**src/design/slfpr_pkg.sv**
```systemverilog
// Shared constants, types and the command prefix table for the serial line framer.
`default_nettype none

package slfpr_pkg;

    localparam int BUF_LEN_DEF   = 32;
    localparam int ROW_CHARS_DEF = 16;
    localparam int PFX_LEN       = 5;

    localparam logic [7:0] CHR_CR = 8'd13;
    localparam logic [7:0] CHR_LF = 8'd10;

    // controller -> datapath
    typedef struct packed {
        logic take;        // input item accepted
        logic rd;          // read store at run index, advance index
        logic load;        // load output register from read data
        logic load_empty;  // load output register with the empty-run marker
    } t_dp_cmd;

    // datapath -> controller
    typedef struct packed {
        logic flush;       // current input item ends a line or fills a row
        logic empty;       // captured run has no characters
        logic done;        // run index has reached the run end
    } t_dp_sts;

    function automatic logic [7:0] pfx_char(input logic [2:0] idx);
        logic [7:0] c;
        case (idx)
            3'd0:    c = 8'h4F;  // O
            3'd1:    c = 8'h4C;  // L
            3'd2:    c = 8'h45;  // E
            3'd3:    c = 8'h44;  // D
            3'd4:    c = 8'h3A;  // :
            default: c = 8'h00;
        endcase
        return c;
    endfunction

endpackage

`default_nettype wire

```
**src/design/slfpr_ctrl.sv**
```systemverilog
// Controller state machine: input acceptance and line readout sequencing.
`default_nettype none

module slfpr_ctrl (
    input  wire logic               i_clk,
    input  wire logic               i_rst_n,
    input  wire logic               i_in_valid,
    output logic                    o_in_ready,
    output logic                    o_out_valid,
    input  wire logic               i_out_ready,
    input  wire slfpr_pkg::t_dp_sts i_sts,
    output slfpr_pkg::t_dp_cmd      o_cmd
);
    import slfpr_pkg::*;

    localparam logic [1:0] S_IDLE  = 2'd0;
    localparam logic [1:0] S_START = 2'd1;
    localparam logic [1:0] S_RD    = 2'd2;
    localparam logic [1:0] S_OUT   = 2'd3;

    logic [1:0] r_state;
    logic [1:0] n_state;

    always_ff @(posedge i_clk) begin
        if (!i_rst_n) begin
            r_state <= S_IDLE;
        end else begin
            r_state <= n_state;
        end
    end

    assign o_in_ready  = (r_state == S_IDLE);
    assign o_out_valid = (r_state == S_OUT);

    always_comb begin
        n_state          = r_state;
        o_cmd            = '0;
        o_cmd.take       = i_in_valid && (r_state == S_IDLE);
        case (r_state)
            S_IDLE: begin
                if (i_in_valid && i_sts.flush) begin
                    n_state = S_START;
                end
            end
            S_START: begin
                if (i_sts.empty) begin
                    o_cmd.load_empty = 1'b1;
                    n_state          = S_OUT;
                end else begin
                    o_cmd.rd = 1'b1;
                    n_state  = S_RD;
                end
            end
            S_RD: begin
                o_cmd.load = 1'b1;
                n_state    = S_OUT;
            end
            S_OUT: begin
                if (i_out_ready) begin
                    if (i_sts.done) begin
                        n_state = S_IDLE;
                    end else begin
                        o_cmd.rd = 1'b1;
                        n_state  = S_RD;
                    end
                end
            end
            default: begin
                n_state = S_IDLE;
            end
        endcase
    end

endmodule

`default_nettype wire

```
**src/design/slfpr_dpath.sv**
```systemverilog
// Datapath: line store, fill count, prefix tracking, run readout and output register.
`default_nettype none

module slfpr_dpath #(
    parameter int BUF_LEN   = slfpr_pkg::BUF_LEN_DEF,
    parameter int ROW_CHARS = slfpr_pkg::ROW_CHARS_DEF
) (
    input  wire logic               i_clk,
    input  wire logic               i_rst_n,
    input  wire logic [7:0]         i_rx_byte,
    input  wire slfpr_pkg::t_dp_cmd i_cmd,
    output slfpr_pkg::t_dp_sts      o_sts,
    output logic [7:0]              o_text_byte,
    output logic                    o_to_command,
    output logic                    o_empty_line,
    output logic                    o_last
);
    import slfpr_pkg::*;

    localparam int AW = $clog2(BUF_LEN);
    localparam int CW = $clog2(BUF_LEN + 1);

    logic [7:0]    r_mem [BUF_LEN];
    logic [CW-1:0] r_fill;
    logic          r_pfx_ok;
    logic [CW-1:0] r_rd_idx;
    logic [CW-1:0] r_end;
    logic          r_cmd;
    logic [7:0]    r_rd_data;
    logic [7:0]    r_out_byte;
    logic          r_out_empty;
    logic          r_out_last;

    logic          is_lf;
    logic          is_chr;
    logic          can_store;
    logic [CW-1:0] n_fill;
    logic          n_pfx_ok;
    logic          has_pfx_now;
    logic          has_pfx_nx;
    logic          row_full;

    assign is_lf     = (i_rx_byte == CHR_LF);
    assign is_chr    = (i_rx_byte != CHR_LF) && (i_rx_byte != CHR_CR);
    assign can_store = (32'(r_fill) < BUF_LEN);
    assign n_fill    = can_store ? r_fill + CW'(1) : r_fill;

    // prefix flag drops on the first mismatch within the first five characters
    always_comb begin
        n_pfx_ok = r_pfx_ok;
        if (can_store && (32'(r_fill) < PFX_LEN)) begin
            n_pfx_ok = r_pfx_ok && (i_rx_byte == pfx_char(r_fill[2:0]));
        end
    end

    assign has_pfx_now = (32'(r_fill) >= PFX_LEN) && r_pfx_ok;
    assign has_pfx_nx  = (32'(n_fill) >= PFX_LEN) && n_pfx_ok;
    assign row_full    = is_chr && (32'(n_fill) >= ROW_CHARS) && !has_pfx_nx;

    assign o_sts.flush = is_lf || row_full;
    assign o_sts.empty = (r_rd_idx >= r_end);
    assign o_sts.done  = (r_rd_idx == r_end);

    always_ff @(posedge i_clk) begin
        if (i_cmd.take && is_chr && can_store) begin
            r_mem[r_fill[AW-1:0]] <= i_rx_byte;
        end
        if (i_cmd.rd) begin
            r_rd_data <= r_mem[r_rd_idx[AW-1:0]];
        end
    end

    always_ff @(posedge i_clk) begin
        if (!i_rst_n) begin
            r_fill   <= '0;
            r_pfx_ok <= 1'b1;
        end else if (i_cmd.take) begin
            if (is_lf || row_full) begin
                r_fill   <= '0;
                r_pfx_ok <= 1'b1;
            end else if (is_chr) begin
                r_fill   <= n_fill;
                r_pfx_ok <= n_pfx_ok;
            end
        end
    end

    // run capture and readout index
    always_ff @(posedge i_clk) begin
        if (i_cmd.take && is_lf) begin
            r_cmd    <= has_pfx_now;
            r_rd_idx <= has_pfx_now ? CW'(PFX_LEN) : '0;
            r_end    <= r_fill;
        end else if (i_cmd.take && row_full) begin
            r_cmd    <= 1'b0;
            r_rd_idx <= '0;
            r_end    <= n_fill;
        end else if (i_cmd.rd) begin
            r_rd_idx <= r_rd_idx + CW'(1);
        end
    end

    always_ff @(posedge i_clk) begin
        if (i_cmd.load) begin
            r_out_byte  <= r_rd_data;
            r_out_empty <= 1'b0;
            r_out_last  <= (r_rd_idx == r_end);
        end else if (i_cmd.load_empty) begin
            r_out_byte  <= 8'h00;
            r_out_empty <= 1'b1;
            r_out_last  <= 1'b1;
        end
    end

    assign o_text_byte  = r_out_byte;
    assign o_to_command = r_cmd;
    assign o_empty_line = r_out_empty;
    assign o_last       = r_out_last;

endmodule

`default_nettype wire

```
**src/design/serial_line_framer_prefix_router_top.sv**
```systemverilog
// Top level of the serial line framer and command prefix router.
//
//  channel | dir | handshake                     | payload
//  s_axis  | in  | s_axis_tvalid / s_axis_tready | tdata[7:0] rx_byte
//  m_axis  | out | m_axis_tvalid / m_axis_tready | tdata[7:0] text_byte,
//          |     |                               | tuser[0] to_command, tuser[1] empty_line,
//          |     |                               | tlast last
//
// A byte that emits nothing is simply accepted. A byte that ends a line or fills a
// row starts a run: a start state, then per character a registered store read plus
// an output register load; an empty run goes from the start state straight to the
// output register with the empty-run marker.
// Input is held off while a run is read out. Output stalls hold the readout.
// Synchronous active-low reset zeroes the fill count; store entries are only read
// below it, so no clearing pass is needed.
`default_nettype none

module serial_line_framer_prefix_router_top #(
    parameter int BUF_LEN   = slfpr_pkg::BUF_LEN_DEF,
    parameter int ROW_CHARS = slfpr_pkg::ROW_CHARS_DEF
) (
    input  wire logic       i_clk,
    input  wire logic       i_rst_n,
    input  wire logic       s_axis_tvalid,
    output logic            s_axis_tready,
    input  wire logic [7:0] s_axis_tdata,   // [7:0] rx_byte
    output logic            m_axis_tvalid,
    input  wire logic       m_axis_tready,
    output logic [7:0]      m_axis_tdata,   // [7:0] text_byte
    output logic [1:0]      m_axis_tuser,   // [0] to_command, [1] empty_line
    output logic            m_axis_tlast
);
    import slfpr_pkg::*;

    t_dp_cmd cmd;
    t_dp_sts sts;
    logic    to_command;
    logic    empty_line;

    slfpr_ctrl u_ctrl (
        .i_clk       (i_clk),
        .i_rst_n     (i_rst_n),
        .i_in_valid  (s_axis_tvalid),
        .o_in_ready  (s_axis_tready),
        .o_out_valid (m_axis_tvalid),
        .i_out_ready (m_axis_tready),
        .i_sts       (sts),
        .o_cmd       (cmd)
    );

    slfpr_dpath #(
        .BUF_LEN   (BUF_LEN),
        .ROW_CHARS (ROW_CHARS)
    ) u_dpath (
        .i_clk        (i_clk),
        .i_rst_n      (i_rst_n),
        .i_rx_byte    (s_axis_tdata),
        .i_cmd        (cmd),
        .o_sts        (sts),
        .o_text_byte  (m_axis_tdata),
        .o_to_command (to_command),
        .o_empty_line (empty_line),
        .o_last       (m_axis_tlast)
    );

    assign m_axis_tuser = {empty_line, to_command};

    // one line at a time: no input taken while a result is shown
    a_no_overlap: assert property (@(posedge i_clk) disable iff (!i_rst_n)
        !(s_axis_tready && m_axis_tvalid))
        else $error("input ready while output valid");

    a_empty_is_last: assert property (@(posedge i_clk) disable iff (!i_rst_n)
        (m_axis_tvalid && m_axis_tuser[1]) |-> (m_axis_tlast && (m_axis_tdata == 8'h00)))
        else $error("empty marker not a single zero item");

    a_cr_silent: assert property (@(posedge i_clk) disable iff (!i_rst_n)
        (s_axis_tvalid && s_axis_tready && (s_axis_tdata == CHR_CR)) |=> s_axis_tready)
        else $error("carriage return started a run");

    a_last_ends: assert property (@(posedge i_clk) disable iff (!i_rst_n)
        (m_axis_tvalid && m_axis_tready && m_axis_tlast) |=> s_axis_tready)
        else $error("run did not end after last item");

endmodule

`default_nettype wire

```
**config.mk**
```make
export PLATFORM = sky130hd
export DESIGN_NAME = serial_line_framer_prefix_router_top
export DESIGN_NICKNAME = d
export VERILOG_FILES = /design/src/design/slfpr_pkg.sv /design/src/design/slfpr_ctrl.sv /design/src/design/slfpr_dpath.sv /design/src/design/serial_line_framer_prefix_router_top.sv
export SDC_FILE = /design/constraint.sdc
export NUM_CORES = 1
export LEC_CHECK = 0
export ABC_AREA = 1
export BUFFER_PORTS_ARGS = -buffer_cell sky130_fd_sc_hd__buf_2
export CELL_PAD_IN_SITES_DETAIL_PLACEMENT = 0
export CELL_PAD_IN_SITES_GLOBAL_PLACEMENT = 2
export CORE_AREA = 2 2 127 253
export CTS_CLUSTER_SIZE = 16
export DETAILED_ROUTE_END_ITERATION = 8
export DIE_AREA = 0 0 129 255
export PLACE_DENSITY = 0.73
export SETUP_SLACK_MARGIN = 0.05
export SLEW_MARGIN = 20
export SYNTH_ARGS = -nofsm -noshare
export SYNTH_HDL_FRONTEND = slang
export SYNTH_HIERARCHICAL = 1
export SYNTH_SLANG_ARGS = --single-unit
```
**constraint.sdc**
```tcl
create_clock -name i_clk -period 2.9 [get_ports i_clk]
set_clock_uncertainty 0.05 [all_clocks]
set_input_delay 0.435 -clock i_clk [delete_from_list [all_inputs] [get_ports i_clk]]
set_output_delay 0.435 -clock i_clk [all_outputs]
set_load 0.1 [all_outputs]
```
==> results_dict.tcl, run 1 <==
set metrics [dict create \
    gp_congestion 0.874 \
    synth_area_sq_um 12200 \
    grt_max_degree 79 \
    min_period_ps 2570 \
    cp.required_ps 3070 \
    wl_mm 32.8 \
    vias_per_cell 5.33 \
    yosysUniqueCellTypes 39 \
    fin_ws_ps 332 \
    synth_edf_count 286 \
    clockBufferDepth 3 \
    period_share 0.885 \
    cp-end-kind "register" \
    regToRegSetupSlack_ps 330 \
    synthCells 988 \
    finalCoreUtilization 0.448 \
    cts.sinks 296 \
    root_buffer "clkbuf_16" \
    syn-num-nets 1012 \
    cts_tree "done" \
    fp.dieH_microns 255 \
    grt_usage 0.202 \
    arrival_ps 2740 \
    drv_slew 0 \
    path_max_fanout 15 \
    synth_area_leaders "edfxtp_1, nor2_1, o21ai_0" \
    grt_overflow 0 \
    h-tree-depth 1 \
    rsz0062_at_grt "false" \
    synth_seq_cells 296 \
    wl_per_cell_microns 21.9 \
    cap_violations 0 \
    p_leak_nw 4.90 \
    power.total_mw 8.29 \
    drive_above_1_share 0.145 \
    antenna_left 0 \
    synth-async-reset-ratio 0 \
    drt_pass1_iterations 5 \
    synth.avg_cell_area_sq_um 12.4 \
    finalSetupViolations 0 \
    clk_pin_slew_worst_paths_ps 70 \
    clock_latency_ps 550 \
    fill_cells 2888 \
    area_growth_pct 14.3 \
    initial_core_util 0.393 \
    ys.flop_type "edfxtp_1" \
    fmax_mhz 389 \
    setup-tns-final_ps 0 \
    ys_warn_count 6 \
    grt_pass1_wl_mm 48.8 \
    post_cts_buffers 0 \
    die-width_microns 129 \
    worst_slew_pin_slew_ps 627 \
    p_per_area_nw_per_um2 592 \
    status "completed" \
    drc 0 \
    hold-worst-slack_ps 50.3 \
    cts_resized 0 \
    antennaDiodeCount 0 \
    vias 7977 \
    synth_top_area_frac 0.701 \
    peakVddDrop_v 0.000531 \
    synth_seq_area_share 0.718 \
    ioPinCount 25 \
    final_nets 1079 \
    grt_pass1_vias 7872 \
    hpwl_mm 21.0 \
    hold_class "input port to register" \
    core_sq_um 31200 \
    slew_headroom 0.580 \
    numCtsBuffers 26 \
    pre_cts_slack_ps 339 \
    drtIter0Drc 637 \
    path_class "register to register" \
    synth_largest_area_cell "edfxtp_1" \
    antenna_found_initial 0 \
    start_kind "register" \
    io_buffers 24 \
    fp-row-count 92 \
    hold_viol_final 0 \
    hold_buffers 0 \
    die_area_sq_um 32900 \
]
-- logic make-up (layout without fill, tap and decap cells) --
logic type      after synthesis  in the layout  synth area share
fa+ha+maj                    12             12            0.0123
compound gates              242            242             0.117
simple gates                319            319             0.106
flops                       296            296             0.718
xor+xnor                     10             10           0.00715
buf+inv                     109            195            0.0403
-- through the flow --
step | instance area, sq um | instances
2_1_floorplan | 12200 | 988
3_3_place_gp | 13200 | 1450
3_5_place_dp | 13200 | 1450
4_1_cts | 14000 | 1497
5_1_grt | 14000 | 1497
6_report | 14000 | 1497
-- state kept, by name, indices dropped and copies added (netlist names) --
register	flops
u_dpath/r_mem	256
u_dpath/o_text_byte	8
u_dpath/r_rd_data	8
u_dpath/r_end	6
u_dpath/r_fill	6
u_dpath/r_rd_idx	6
u_ctrl/r_state	2
u_dpath/o_empty_line	1
u_dpath/o_last	1
u_dpath/o_to_command	1
u_dpath/r_pfx_ok	1
-- placed cells by master, fill, tap and decap left out, drive strengths merged, types with 32 or more instances in the layout --
cell / count
a21oi: 37
o221ai: 32
o22ai: 50
inv: 53
buf: 95
o21ai: 111
edfxtp: 286
nand2: 119
nor2: 161
-- power breakdown --
part           total, mW  internal, mW  leakage, nW  switching [mW]
sequential          4.73          4.71         2.66          0.0150
clock               3.27          1.78        0.394            1.49
combinational      0.291        0.0612         1.85           0.230
total               8.29          6.56         4.90            1.73
-- worst max-delay path: stages (launching register included) --
cell and delay, ps:
dfxtp_1 490, inv_1 150, ha_1 360, nor2_1 130
nand3_1 100, nand3_1 80, nand2_1 60, nand3_1 80
nand2_1 70, nand2_2 90, nand3_2 100, nand2_4 190
or2_1 290
-- routing by layer --
layer	part of all wire	wire length (microns)	track usage	vias to the layer above
li1	-	-	-	3733
met1	0.42	13700	0.267	3950
met2	0.49	16000	0.331	235
met3	0.054	1770	0.0282	59
met4	0.038	1260	0.0863	0
met5	0	0	0	-
-- worst paths after layout --
kind	from	endpoint	cells after the start
setup reg to reg	u_dpath/r_fill[0]$_SDFFE_PN0P_	u_dpath/r_rd_idx[0]$_DFFE_PP_	12
hold reg to reg	u_dpath/o_empty_line$_SDFFE_PP0P_	u_dpath/o_empty_line$_SDFFE_PP0P_	2
hold / removal	m_axis_tready	u_ctrl/r_state[1]$_SDFFE_PN0P_	2
setup / recovery	u_dpath/r_fill[0]$_SDFFE_PN0P_	u_dpath/r_rd_idx[0]$_DFFE_PP_	12
-- cells in the mapped netlist (6+ instances only) --
cell / n
dfxtp_1: 10
o22ai_1: 50
nand2_1: 110
edfxtp_1: 286
nand2_2: 8
inv_2: 6
a21oi_1: 36
buf_4: 7
ha_1: 12
clkbuf_1: 18
nand3_1: 30
inv_1: 45
xor2_1: 7
o21ai_0: 107
o221ai_1: 32
buf_2: 23
nor2_1: 159
-- area by class of cell --
| cell class | instances | area [sq um] | share of cell area |
|---|---|---|---|
| timing repair buffer | 95 | 703 | 0.0503 |
| tap | 423 | 529 | 0.0378 |
| clock inverter | 16 | 100 | 0.00715 |
| sequential | 296 | 8790 | 0.628 |
| multi-input combinational | 583 | 2970 | 0.213 |
| clock buffer | 31 | 691 | 0.0494 |
| inverter | 53 | 204 | 0.0146 |
Note: power is estimated with default switching activity, not from simulation.
==> inputs of run 2 (changes only) <==
--- a/config.mk
+++ b/config.mk
@@ -5,15 +5,15 @@
 export SDC_FILE = /design/constraint.sdc
 export NUM_CORES = 1
 export LEC_CHECK = 0
-export ABC_AREA = 1
 export BUFFER_PORTS_ARGS = -buffer_cell sky130_fd_sc_hd__buf_2
 export CELL_PAD_IN_SITES_DETAIL_PLACEMENT = 0
 export CELL_PAD_IN_SITES_GLOBAL_PLACEMENT = 2
-export CORE_AREA = 2 2 127 253
+export CORE_AREA = 2 2 117 233
+export CTS_BUF_LIST = sky130_fd_sc_hd__clkbuf_8
 export CTS_CLUSTER_SIZE = 16
 export DETAILED_ROUTE_END_ITERATION = 8
-export DIE_AREA = 0 0 129 255
-export PLACE_DENSITY = 0.73
+export DIE_AREA = 0 0 119 235
+export PLACE_DENSITY = 0.78
 export SETUP_SLACK_MARGIN = 0.05
 export SLEW_MARGIN = 20
 export SYNTH_ARGS = -nofsm -noshare
==> run 2 against run 1 <==
Against the previous run:
- sequential share of layout area up 2.3 points
- final area down 3.5%
- sequential power rose by 1%
- worst setup slack got worse by 35 ps
- global-route usage barely moved
- core utilization up 6.8 points
- synthesized area shrank 2.5%
- clock power is 9.8% lower
- synthesized cell count down 35%
- flip-flop and latch count unchanged
- die area fell by 15%
- critical path type unchanged
- largest power group unchanged
==> results_dict.tcl, run 2 <==
set metrics [dict create \
    period_share 0.897 \
    synthMuxAreaShare 0.122 \
    use_met2 0.378 \
    antenna_found_initial 1 \
    gp_congestion 0.853 \
    rsz0062_at_grt "false" \
    worst_slew_pin_slew_ps 948 \
    grt_pass1_vias 6646 \
    peakVddDrop_v 0.000318 \
    ioPinCount 25 \
    numCtsBuffers 40 \
    synth.most_common_cell "edfxtp_1" \
    fmax_mhz 384 \
    grt_overflow 0 \
    grt-busiest-layer "met2" \
    cp.required_ps 3320 \
    synth_top_area_frac 0.720 \
    clockBufferDepth 3 \
    p_per_area_nw_per_um2 623 \
    area.sequential_sq_um 8790 \
    core_sq_um 26200 \
    finalSetupViolations 0 \
    synthTopCellsByCount "edfxtp_1, mux4_2, nor2_1" \
    drv_slew 0 \
    status "completed" \
    synth-async-reset-ratio 0 \
    grt_usage 0.202 \
    use_met1 0.208 \
    synth_area_leaders "edfxtp_1, mux4_2, o22ai_1" \
    setup-tns-final_ps 0 \
    grt_util_met3 0.0262 \
    cp-end-kind "register" \
    largest_reg_flops 256 \
    grt_max_degree 68 \
    wl_per_cell_microns 24.9 \
    antenna_left 0 \
    post_cts_buffers 0 \
    io_buffers 24 \
    synth_largest_area_cell "edfxtp_1" \
    min_period_ps 2600 \
    cts_resized 0 \
    most-common-layout-cells "edfxtp_1, mux4_2, buf_4" \
    vias 6281 \
    synth_seq_area_share 0.736 \
    slew_headroom 0.368 \
    synth_seq_cells 296 \
    hpwl_mm 18.7 \
    grt_pass1_wl_mm 40.8 \
    fin_cells 1109 \
    fill_cells 2084 \
    path_class "register to register" \
    final_nets 763 \
    start_kind "register" \
    synthCells 644 \
    synth-xor-area-share 0.00807 \
    drc 0 \
    hold-worst-slack_ps 123 \
    drtIter0Drc 459 \
    ys_warn_count 6 \
    ys.flop_type "edfxtp_1" \
    syn-num-nets 668 \
    hold_buffers 0 \
    hold_viol_final 0 \
    die-width_microns 119 \
    cts_tree "done" \
    arrival_ps 3020 \
    synth_compound_area_frac 0.0377 \
    hold_class "input port to register" \
    path_max_fanout 8 \
    layout_commonest_cell "edfxtp_1" \
    drive_above_1_share 0.275 \
    fp.dieH_microns 235 \
    wl_mm 27.6 \
    synth_edf_count 286 \
    vias_per_cell 5.66 \
    synth.avg_cell_area_sq_um 18.5 \
    cts.sinks 296 \
    initial_core_util 0.456 \
    cap_violations 0 \
    multi_input_area_sq_um 2930 \
    synth-simple-area-share 0.0644 \
    dp.cells 1041 \
    p_leak_nw 4.46 \
    synth-adder-area-share 0.0126 \
    drt_pass1_iterations 5 \
    yosysUniqueCellTypes 57 \
    synth_top_family_by_area "multiplexers" \
    clk_pin_slew_worst_paths_ps 70 \
    h-tree-depth 2 \
    die_area_sq_um 28000 \
    area_growth_pct 13.2 \
    synth_area_sq_um 11900 \
    fp-row-count 84 \
    root_buffer "clkbuf_8" \
    clock_latency_ps 540 \
]
==> run 2: cell count changes in the layout (fill, tap and decap cells not counted), sizes merged, moves of 18 or more <==
cell | previous run | this run
a21oi | 37 | 5
inv | 53 | 25
mux4 | 0 | 64
nand2 | 119 | 23
nand3 | 31 | 13
nor2 | 161 | 51
o21ai | 111 | 12
o221ai | 32 | 0
==> run 2: layout make-up <==
class | instances | share of cell area
antenna | 1 | 0.000185
clock buffer | 41 | 0.0418
sequential | 296 | 0.651
multi-input combinational | 302 | 0.217
clock inverter | 26 | 0.0118
tap | 344 | 0.0319
timing repair buffer | 83 | 0.0426
inverter | 16 | 0.00445
==> run 2: cell families (layout without fill, tap and decap cells) <==
family          count (synthesis)  after routing
xor+xnor                       11             11
buf+inv                        46            166
fa+ha+maj                      12             12
mux                            65             65
other cells                     0              1
compound gates                 67             67
simple gates                  147            147
flops                         296            296
==> run 2: worst paths after layout <==
kind                                                     endpoint                               from  slack (ps)  cells past startpoint
worst max-delay path                u_dpath/r_pfx_ok$_SDFFE_PN1P_     u_dpath/r_fill[0]$_SDFFE_PN0P_         300                      7
worst min-delay path               u_ctrl/r_state[0]$_SDFFE_PN0P_                      s_axis_tvalid         120                      3
worst max register to register      u_dpath/r_pfx_ok$_SDFFE_PN1P_     u_dpath/r_fill[0]$_SDFFE_PN0P_         300                      7
worst min register to register  u_dpath/o_empty_line$_SDFFE_PP0P_  u_dpath/o_empty_line$_SDFFE_PP0P_         420                      2
==> run 2: power breakdown <==
group / internal, mW / switching, mW / leakage [nW]
clock: 1.49 / 1.46 / 0.402
combinational: 0.204 / 0.463 / 1.39
sequential: 4.76 / 0.0381 / 2.66
total: 6.45 / 1.97 / 4.46
==> run 2: worst max-delay path: stages (launching register included) <==
cell and delay [ps]:
dfxtp_1 490, inv_1 200, ha_1 350, a2111oi_0 560
o21ai_0 150, o31a_1 120, nor4_1 440, nand4bb_1 180
==> run 2: routing by layer <==
metal / wire length, microns / up-vias / part of all wire
li1: - / 2798 / -
met1: 9200 / 3227 / 0.33
met2: 15600 / 183 / 0.57
met3: 1040 / 73 / 0.038
met4: 1720 / 0 / 0.062
met5: 0 / - / 0
==> run 2: stage by stage <==
step                total power, mW  instance area (sq um)   util  setup WS [ps]
floorplan                      5.32                  11900      -           70.9
global placement               5.55                  12800  0.488            353
detailed placement             5.57                  12800  0.488            356
CTS                            8.51                  13500  0.516            327
global route                   8.70                  13500  0.516           78.2
finish                         8.42                  13500  0.516            297
==> inputs of run 3 (changes only) <==
--- a/config.mk
+++ b/config.mk
@@ -13,7 +13,7 @@
 export CTS_CLUSTER_SIZE = 16
 export DETAILED_ROUTE_END_ITERATION = 8
 export DIE_AREA = 0 0 119 235
-export PLACE_DENSITY = 0.78
+export PLACE_DENSITY_LB_ADDON = 0.1
 export SETUP_SLACK_MARGIN = 0.05
 export SLEW_MARGIN = 20
 export SYNTH_ARGS = -nofsm -noshare
==> run 3 against run 2 <==
Against the previous run:
- global-route usage is 0.93 points higher
- worst setup slack better by 15 ps
- sequential share of layout area is 0.60 points lower
- routed wire length is 4.7% higher
- flip-flop and latch count stayed put
- maximum frequency is 0.59% higher
- clock-buffer cell count is 4 higher
- critical path type unchanged
- highest routed layer unchanged
==> results_dict.tcl, run 3 (synthesized netlist as in run 2, its figures left out) <==
set metrics [dict create \
    fp-row-count 84 \
    slowest_stage "edfxtp_1" \
    fmax_mhz 387 \
    cp.required_ps 3080 \
    peakVddDrop_v 0.000446 \
    wl_met2_mm 16.8 \
    path_max_fanout 6 \
    drt_pass1_iterations 4 \
    clk_pin_slew_worst_paths_ps 60 \
    fp.dieH_microns 235 \
    clockBufferDepth 3 \
    period_share 0.892 \
    cap_violations 0 \
    hp-start "s_axis_tvalid" \
    largest_reg_flops 256 \
    drc 0 \
    worst_path_largest_cell_delay_ps 410 \
    grt_usage 0.211 \
    grt_overflow 0 \
    regToRegSetupSlack_ps 310 \
    hold_end "u_ctrl/r_state[0]$_SDFFE_PN0P_" \
    holdPathStages 3 \
    hold_viol_final 0 \
    grt_pass1_wl_mm 42.3 \
    dp.cells 1046 \
    worst_slew_pin_slew_ps 751 \
    gp_congestion 0.812 \
    reg2reg_to "u_dpath/r_rd_idx[2]$_DFFE_PP_" \
    antenna_left 0 \
    p_leak_nw 4.54 \
    area.sequential_sq_um 8790 \
    antenna_found_initial 0 \
    multi_input_area_sq_um 2930 \
    start_kind "register" \
    area_growth_pct 14.2 \
    drive_above_1_share 0.290 \
    arrival_ps 2770 \
    wl_per_cell_microns 25.9 \
    hold_buffers 0 \
    most-common-layout-cells "edfxtp_1, mux4_2, buf_4" \
    path_class "register to register" \
    hold_class "input port to register" \
    vias 6188 \
    fin_cells 1116 \
    slew_headroom 0.495 \
    cp-end-kind "register" \
    numCtsBuffers 41 \
    routedLengthMet1_mm 9.76 \
    drv_slew 0 \
    fill_cells 2153 \
    cts_tree "done" \
    hpwl_mm 19.6 \
    p_per_area_nw_per_um2 639 \
    hold-worst-slack_ps 112 \
    crit_chain "ha_1 -> nor2b_1 -> o21a_1 -> o21ai_0 -> a21oi_1 -> or3_1 -> o22ai_1 -> and2_1 -> or2_1" \
    status "completed" \
    h-tree-depth 2 \
    drtIter0Drc 593 \
    grt_pass1_vias 6552 \
    critical_path_buf_inv_count 0 \
    ioPinCount 25 \
    io_buffers 24 \
    layout_commonest_cell "edfxtp_1" \
    core_sq_um 26200 \
    rr_startpoint "u_dpath/r_rd_idx[1]$_SDFFCE_PP0P_" \
    die-width_microns 119 \
    rr_worst_depth 9 \
    min_period_ps 2590 \
    final_nets 769 \
    root_buffer "clkbuf_8" \
    top_layer "met4" \
    finalSetupViolations 0 \
    die_area_sq_um 28000 \
    setup-tns-final_ps 0 \
    wl_met3_mm 1.02 \
    rsz0062_at_grt "false" \
    vias_per_cell 5.54 \
    initial_core_util 0.456 \
    clock_latency_ps 550 \
    post_cts_buffers 0 \
    crit_family "simple AND/OR/NAND/NOR gates" \
    grt_max_degree 68 \
    antennaDiodeCount 0 \
    cts.sinks 296 \
    wl_mm 28.9 \
]
==> run 3: changes by cell type in the layout (fill, tap and decap cells not counted), moves of 3 or more <==
cell and change:
clkbuf_8 +4, buf_4 +4, clkinv_2 +3, clkinv_1 -6
==> run 3: repair_timing <==
action                     4_1_cts  5_1_grt
setup endpoints to repair        0        1
resized for setup                0        1
hold endpoints to repair         0        0
==> run 3: worst reg2reg max path, cell delays in order, from the launching register on <==
cell and delay, ps:
edfxtp_1 410, ha_1 330, nor2b_1 130, o21a_1 150
o21ai_0 150, a21oi_1 90, or3_1 350, o22ai_1 150
and2_1 180, or2_1 270
==> run 3: power breakdown <==
part | internal, mW | leakage, nW | switching (mW) | total (mW)
clock network | 1.70 | 0.452 | 1.52 | 3.22
registers | 4.76 | 2.66 | 0.0349 | 4.80
logic | 0.210 | 1.42 | 0.483 | 0.693
total | 6.67 | 4.54 | 2.04 | 8.71
==> run 3: area by class of cell <==
class                           instances  share of cell area
Tap cell                              344              0.0316
Timing Repair Buffer                   88              0.0453
Multi-Input combinational cell        302               0.215
Clock inverter                         25              0.0140
Sequential cell                       296               0.645
Inverter                               16             0.00441
Clock buffer                           45              0.0454
==> run 3: how the worst max path moves through the flow <==
stage | slack (ps) | start | cells after the start | endpoint
after floorplan | 70 | u_dpath/r_rd_idx[0]$_DFFE_PP_ | 13 | u_dpath/r_rd_idx[0]$_DFFE_PP_
after global placement | 160 | u_dpath/r_rd_idx[1]$_SDFFCE_PP0P_ | 4 | u_dpath/r_rd_data[3]$_DFFE_PP_
after detailed placement | 140 | u_dpath/r_rd_idx[1]$_SDFFCE_PP0P_ | 4 | u_dpath/r_rd_data[3]$_DFFE_PP_
after CTS | 120 | u_dpath/r_rd_idx[1]$_SDFFCE_PP0P_ | 4 | u_dpath/r_rd_data[3]$_DFFE_PP_
after global routing | 150 | u_dpath/r_rd_idx[1]$_SDFFCE_PP0P_ | 9 | u_dpath/r_rd_idx[2]$_DFFE_PP_
final | 310 | u_dpath/r_rd_idx[1]$_SDFFCE_PP0P_ | 9 | u_dpath/r_rd_idx[2]$_DFFE_PP_
==> run 3: metal layers <==
metal / track usage / vias to the layer above
met5: 0 / -
met4: 0.0934 / 0
met3: 0.0303 / 62
met2: 0.404 / 150
met1: 0.224 / 3174
li1: - / 2802
==> run 3: per-stage QoR <==
step	utilization	setup WS, ps	power, mW	area [sq um]
after floorplan	-	70.9	5.32	11900
after global placement	0.490	164	5.58	12800
after detailed placement	0.490	140	5.59	12800
after CTS	0.521	125	8.81	13600
after global routing	0.521	152	8.99	13600
final	0.521	313	8.71	13600
